## src/hdl/bfa_pkg.sv

```systemverilog
// shared constants, codes and types of the bitmap first-free allocator
package bfa_pkg;

  localparam int unsigned WORD_BITS  = 64;
  localparam int unsigned WORD_LOG   = $clog2(WORD_BITS);
  localparam int unsigned NUM_W      = 25;
  localparam int unsigned BIT_W      = NUM_W + 1;
  localparam int unsigned BLK_W      = 4;
  localparam int unsigned FDZ_W      = 24;
  localparam int unsigned STAT_W     = 2;
  localparam int unsigned CFG_IDX_W  = 2;
  localparam int unsigned CFG_DATA_W = 24;

  // register indexes
  localparam logic [CFG_IDX_W-1:0] CFG_INODE_MAP_BLOCKS = 2'd0;
  localparam logic [CFG_IDX_W-1:0] CFG_ZONE_MAP_BLOCKS  = 2'd1;
  localparam logic [CFG_IDX_W-1:0] CFG_ZONE_BASE        = 2'd2;

  // request codes
  localparam logic OP_ALLOC   = 1'b0;
  localparam logic OP_FREE    = 1'b1;
  localparam logic POOL_INODE = 1'b0;
  localparam logic POOL_ZONE  = 1'b1;

  // result status codes
  localparam logic [STAT_W-1:0] STAT_DONE  = 2'd0;
  localparam logic [STAT_W-1:0] STAT_FULL  = 2'd1;
  localparam logic [STAT_W-1:0] STAT_RANGE = 2'd2;

  // first clear bit of one bitmap word
  typedef struct packed {
    logic                found;
    logic [WORD_LOG-1:0] idx;
  } find_res_t;

endpackage

```

## src/hdl/bfa_find_free.sv

```systemverilog
// lowest clear bit of one bitmap word within the valid span
module bfa_find_free (
  input  logic [bfa_pkg::WORD_BITS-1:0] word_i,
  input  logic [bfa_pkg::WORD_LOG:0]    span_i,
  output bfa_pkg::find_res_t            res_o
);
  import bfa_pkg::*;

  logic [WORD_BITS-1:0] avail;

  always_comb begin
    for (int b = 0; b < WORD_BITS; b++) begin
      avail[b] = !word_i[b] && ((WORD_LOG+1)'(b) < span_i);
    end
    res_o.found = |avail;
    res_o.idx   = '0;
    // walk down so the lowest clear bit wins
    for (int b = WORD_BITS - 1; b >= 0; b--) begin
      if (avail[b]) begin
        res_o.idx = WORD_LOG'(b);
      end
    end
  end

endmodule

```

## config.mk

```make
export PLATFORM = sky130hd
export DESIGN_NAME = bfa_find_free
export DESIGN_NICKNAME = d
export VERILOG_FILES = /design/src/hdl/bfa_pkg.sv /design/src/hdl/bfa_find_free.sv
export SDC_FILE = /design/constraint.sdc
export NUM_CORES = 1
export LEC_CHECK = 0
export BUFFER_PORTS_ARGS = -buffer_cell sky130_fd_sc_hd__buf_2
export CORE_MARGIN = 2
export CORE_UTILIZATION = 53
export DETAILED_ROUTE_END_ITERATION = 6
export GPL_ROUTABILITY_DRIVEN = 1
export PLACE_DENSITY = 0.84
export SLEW_MARGIN = 20
export SYNTH_ARGS = -nofsm -noshare
export SYNTH_HDL_FRONTEND = slang
export SYNTH_SLANG_ARGS = --single-unit
```

## constraint.sdc

```tcl
create_clock -name vclk -period 2.4
set_clock_uncertainty 0.15 [all_clocks]
set_input_delay 0.24 -clock vclk [all_inputs]
set_output_delay 0.24 -clock vclk [all_outputs]
set_load 0.02 [all_outputs]
```

==> key figures, run 1 <==
Yosys
  • Area contributors post-synth: a21oi_1 (14%), o21ai_0 (7.1%), nand2_1 (6.3%), nor3_1 (4.2%), nor2_1 (3.5%)
  • Yosys cell types: between 70 and 80
  • Synthesized area per cell: 6.36 µm²
  • Syn Std Cell Area: 2030 µm²
  • Syn_nets: 391
  • Post-synth top area cell: a21oi_1
  • Synth top cells by count: a21oi_1 (57), nand2_1 (34), o21ai_0 (29)
  • Synth top area share: 14.0%
  • Post-synthesis sequential area ratio: 0%
  • Yosys warns: 0
  • Most frequent cell after synthesis: a21oi_1
  • Gate Count Post-Synth: 320

GRT
  • Wire length of the first global-routing pass: between 20000 and 30000 µm
  • Number of global-route vias before repair: ~5000
  • GRT overflow: 93
  • Largest net degree at the start of global routing: 13
  • Gr usage total: roughly four fifths

Placement
  • Detailed Place HPWL: 7510 µm
  • Port Buf Inserts: between 70 and 80
  • RD Place Congestion: 1.10

CTS
  • Post-CTS Hold Fix Bufs: 0

Floorplanning
  • I/O Pins: 78
  • Die height: 66.0 µm
  • Initial Utilization: between 50% and 60%
  • # rows: 22
  • Die X: 66.0 µm

Run status
  • Outcome: aborted with a tool error
  • Stop stage: global routing
  • Error msg: [ERROR GRT-0116] Global routing finished with congestion. Check the congestion regions in the DRC Viewer.
==> per-stage QoR <==
stage	setup slack (ps)	hold slack [ps]	cells	setup TNS [ps]	instance area [µm²]
detailed placement	-382	863	520	-1700	3100
global placement	-251	848	520	-1270	3100
floorplan	-17.5	642	320	-17.5	2100
CTS	-119	875	537	-443	3590
==> cell families after synthesis <==
logic type,synth area share [%]
AO/OA/AOI/OAI,56.6
AND/OR/NAND/NOR,34.6
buffers and inverters,8.36
adder cells (fa/ha/maj),0.492
==> per-layer routing <==
| layer | overflow | track usage, % |
|---|---|---|
| met2 | 48 | 101 |
| met1 | 1 | 72.5 |
| met4 | 42 | 97.4 |
| met3 | 2 | 54.7 |
| met5 | 0 | 8.33 |
==> timing repair <==
action	CTS
resized for setup	86
gates cloned	2
endpoints found under the setup margin	7
pin swaps	39
buffers inserted	15
==> run 2, diff against run 1 <==
CORE_UTILIZATION = 40   (was 53)
PLACE_DENSITY = unset   (was 0.84)
PLACE_DENSITY_LB_ADDON = 0.15   (was unset)
==> key figures, run 2 <==
Run status
  • Outcome: finished, violations left (was aborted with a tool error)
  • Violated checks: design-rule violations, negative setup slack

Yosys
  • Most frequent cell after synthesis: a21oi_1 (unchanged)
  • Post-synthesis sequential area ratio: 0% (unchanged)
  • Syn Std Cell Area: 2030 µm² (unchanged)
  • Post-synth top area cell: a21oi_1 (unchanged)
  • Synthesized area per cell: 6.36 µm² (unchanged)
  • Synth top cells by count: a21oi_1 (57), nand2_1 (34), o21ai_0 (29) (unchanged)
  • Synth top area share: 14.0% (unchanged)
  • Area contributors post-synth: a21oi_1 (14%), o21ai_0 (7.1%), nand2_1 (6.3%), nor3_1 (4.2%), nor2_1 (3.5%) (unchanged)
  • Yosys cell types: 76 (unchanged)
  • Syn_nets: 391 (unchanged)
  • Gate Count Post-Synth: 320 (unchanged)
  • Yosys warns: 0 (unchanged)

Timing
  • Max-slew violation count: 0
  • Final Setup Violations: 7
  • Slew at the pin closest to its max-slew limit: ~420 ps
  • Max Fclk: 0.375 GHz
  • Hold Fails Final Rpt: 0
  • RSZ-0062 raised after global routing: true
  • Tmin final: between 2000 and 3000 ps
  • Period utilization: 111%
  • Fin worst setup slack: -265 ps
  • Rel. slew slack: 71.4%
  • Hold slack: 841 ps

Critical path
  • Critical path class: in2out
  • Crit path launch: span_i[5]
  • CP Max Fanout: 11
  • Critical path buffers and inverters: 6
  • CP arrival: 2280 ps
  • Crit. End Element: output pin
  • Worst setup SP type: input pin
  • Slowest stage cell on the critical path: o221a_1
  • Top Family by Delay on Critical Path: compound AO/OA/AOI/OAI gates
  • Slowest Stage Delay on Critical Path: 300 ps
  • Crit path cell chain: buf_6, nor4b_4, buf_6, buf_6, a21oi_2, o21ai_2, buf_4, buf_4, o211ai_1, o2111ai_2, o221a_1, o21ai_1, buf_4
  • Worst endpoint required time: 2010 ps

Pwr
  • Worst VDD drop: 0.129 mV
  • PD cells: 191 nW/µm²
  • Design Power: 745 µW
  • Lkg Pwr: 0.00167 µW

Placement
  • Pre-CTS setup slack: -352 ps (was -382 ps)
  • Port Buf Inserts: 78 (unchanged)
  • Detailed Place HPWL: 7390 µm (was 7510 µm)
  • RD Place Congestion: 0.983 (was 1.10)
  • Placed cell count: 545 (was 520)

Route
  • Iteration-0 DRC Markers: 314
  • Routed length per instance: 19.4 µm
  • Total number of vias: roughly 3700
  • WL final: between 10000 and 15000 µm
  • Detailed Routing Iterations Pass 1: 7
  • ANT nets after route: 0
  • Vias per inst: between 6 and 7
  • Drc violations: 1

Floorplanning
  • I/O Pins: 78 (unchanged)
  • Initial Utilization: 42.2% (was 55.2%)
  • Total die area: roughly 5700 µm²
  • Core area: roughly 4800 µm²
  • Die X: 75.3 µm (was 66.0 µm)
  • Die height: 75.3 µm (was 66.0 µm)
  • # rows: 25 (was 22)

Cells and area
  • Non-filler cells, final: 566
  • Final core occ: 80.8%
  • Fin nets: 572
  • FF/Latch Area: 0 µm²
  • Layout cells sized above 1: 56.9%
  • FF+latch count: 0
  • Fillers: ~350
  • Area growth, synth to finish: 91.3%
  • Most common cell after layout, fill and taps aside: buf_4
  • Clock buf count: 0
  • Commonest cells after routing, fill and taps aside: buf_4 (105), buf_2 (64), a21oi_1 (38)
  • Number of diodes: 0

Hold path
  • Hold Crit Class: in2out
  • HP Start: word_i[15]

GRT
  • Gr usage total: 34.6%
  • Number of global-route vias before repair: 3295
  • Initial antenna violation count: 0
  • Wire length of the first global-routing pass: 15300 µm
  • Largest net degree at the start of global routing: 12
  • GRT overflow: 0

CTS
  • Post-CTS Hold Fix Bufs: 0 (unchanged)

Job
  • Max Cap Viol: 0
## run 2: cell counts after synthesis
Identical to the previous run, type by type.
## run 2: what timing repair did
action	4_1_cts	5_1_grt
gates cloned	1	0
endpoints found under the setup margin	7	7
resized for setup	99	22
setup buffers	10	13
pin swaps	34	21
endpoints found under the hold margin	0	0
## run 2: logic make-up (layout without fill, tap and decap cells)
| group | count (synthesis) | in the layout | share of synthesized area, % |
|---|---|---|---|
| simple gates | 119 | 119 | 34.6 |
| fa+ha+maj | 1 | 1 | 0.492 |
| compound gates | 174 | 174 | 56.6 |
| buf+inv | 26 | 205 | 8.36 |
## run 2: final timing paths
kind | endpoint | cells after the start | slack, ps
max | res_o[1] | 13 | -270
min | res_o[0] | 4 | 840
## run 2: layout make-up
class / count / area, µm² / area share (%)
inverter: 9 / 33.8 / 0.868
tap: 67 / 83.8 / 2.15
multi-input combinational: 294 / 2280 / 58.6
timing repair buffer: 196 / 1490 / 38.4
## run 2: worst min-delay path: stages
cell	delay, ps
buf_2	100
a31o_2	150
a41oi_2	110
buf_4	150
## run 2: where the power goes
part | total [µW] | switching (µW) | internal [µW]
combinational | 745 | 392 | 353
clock | 0 | 0 | 0
sequential | 0 | 0 | 0
total | 745 | 392 | 353
## run 2: metrics by stage
stage	TNS, ps	instance area (µm²)
2_1_floorplan	-17.5	2100
4_1_cts	-477	3720
3_3_place_gp	-1400	3190
3_5_place_dp	-1550	3190
5_1_grt	-1790	3890
6_report	-1290	3890
## run 2: per-layer routing
| layer | wire length (µm) | share of wire (%) | track usage, % |
|---|---|---|---|
| met1 | 3900 | 36 | 40.6 |
| met2 | 5360 | 49 | 64.2 |
| met3 | 977 | 8.9 | 3.17 |
| met4 | 729 | 6.6 | 14.0 |
| met5 | 0 | 0 | 0 |
(Power assumes the default switching activity.)
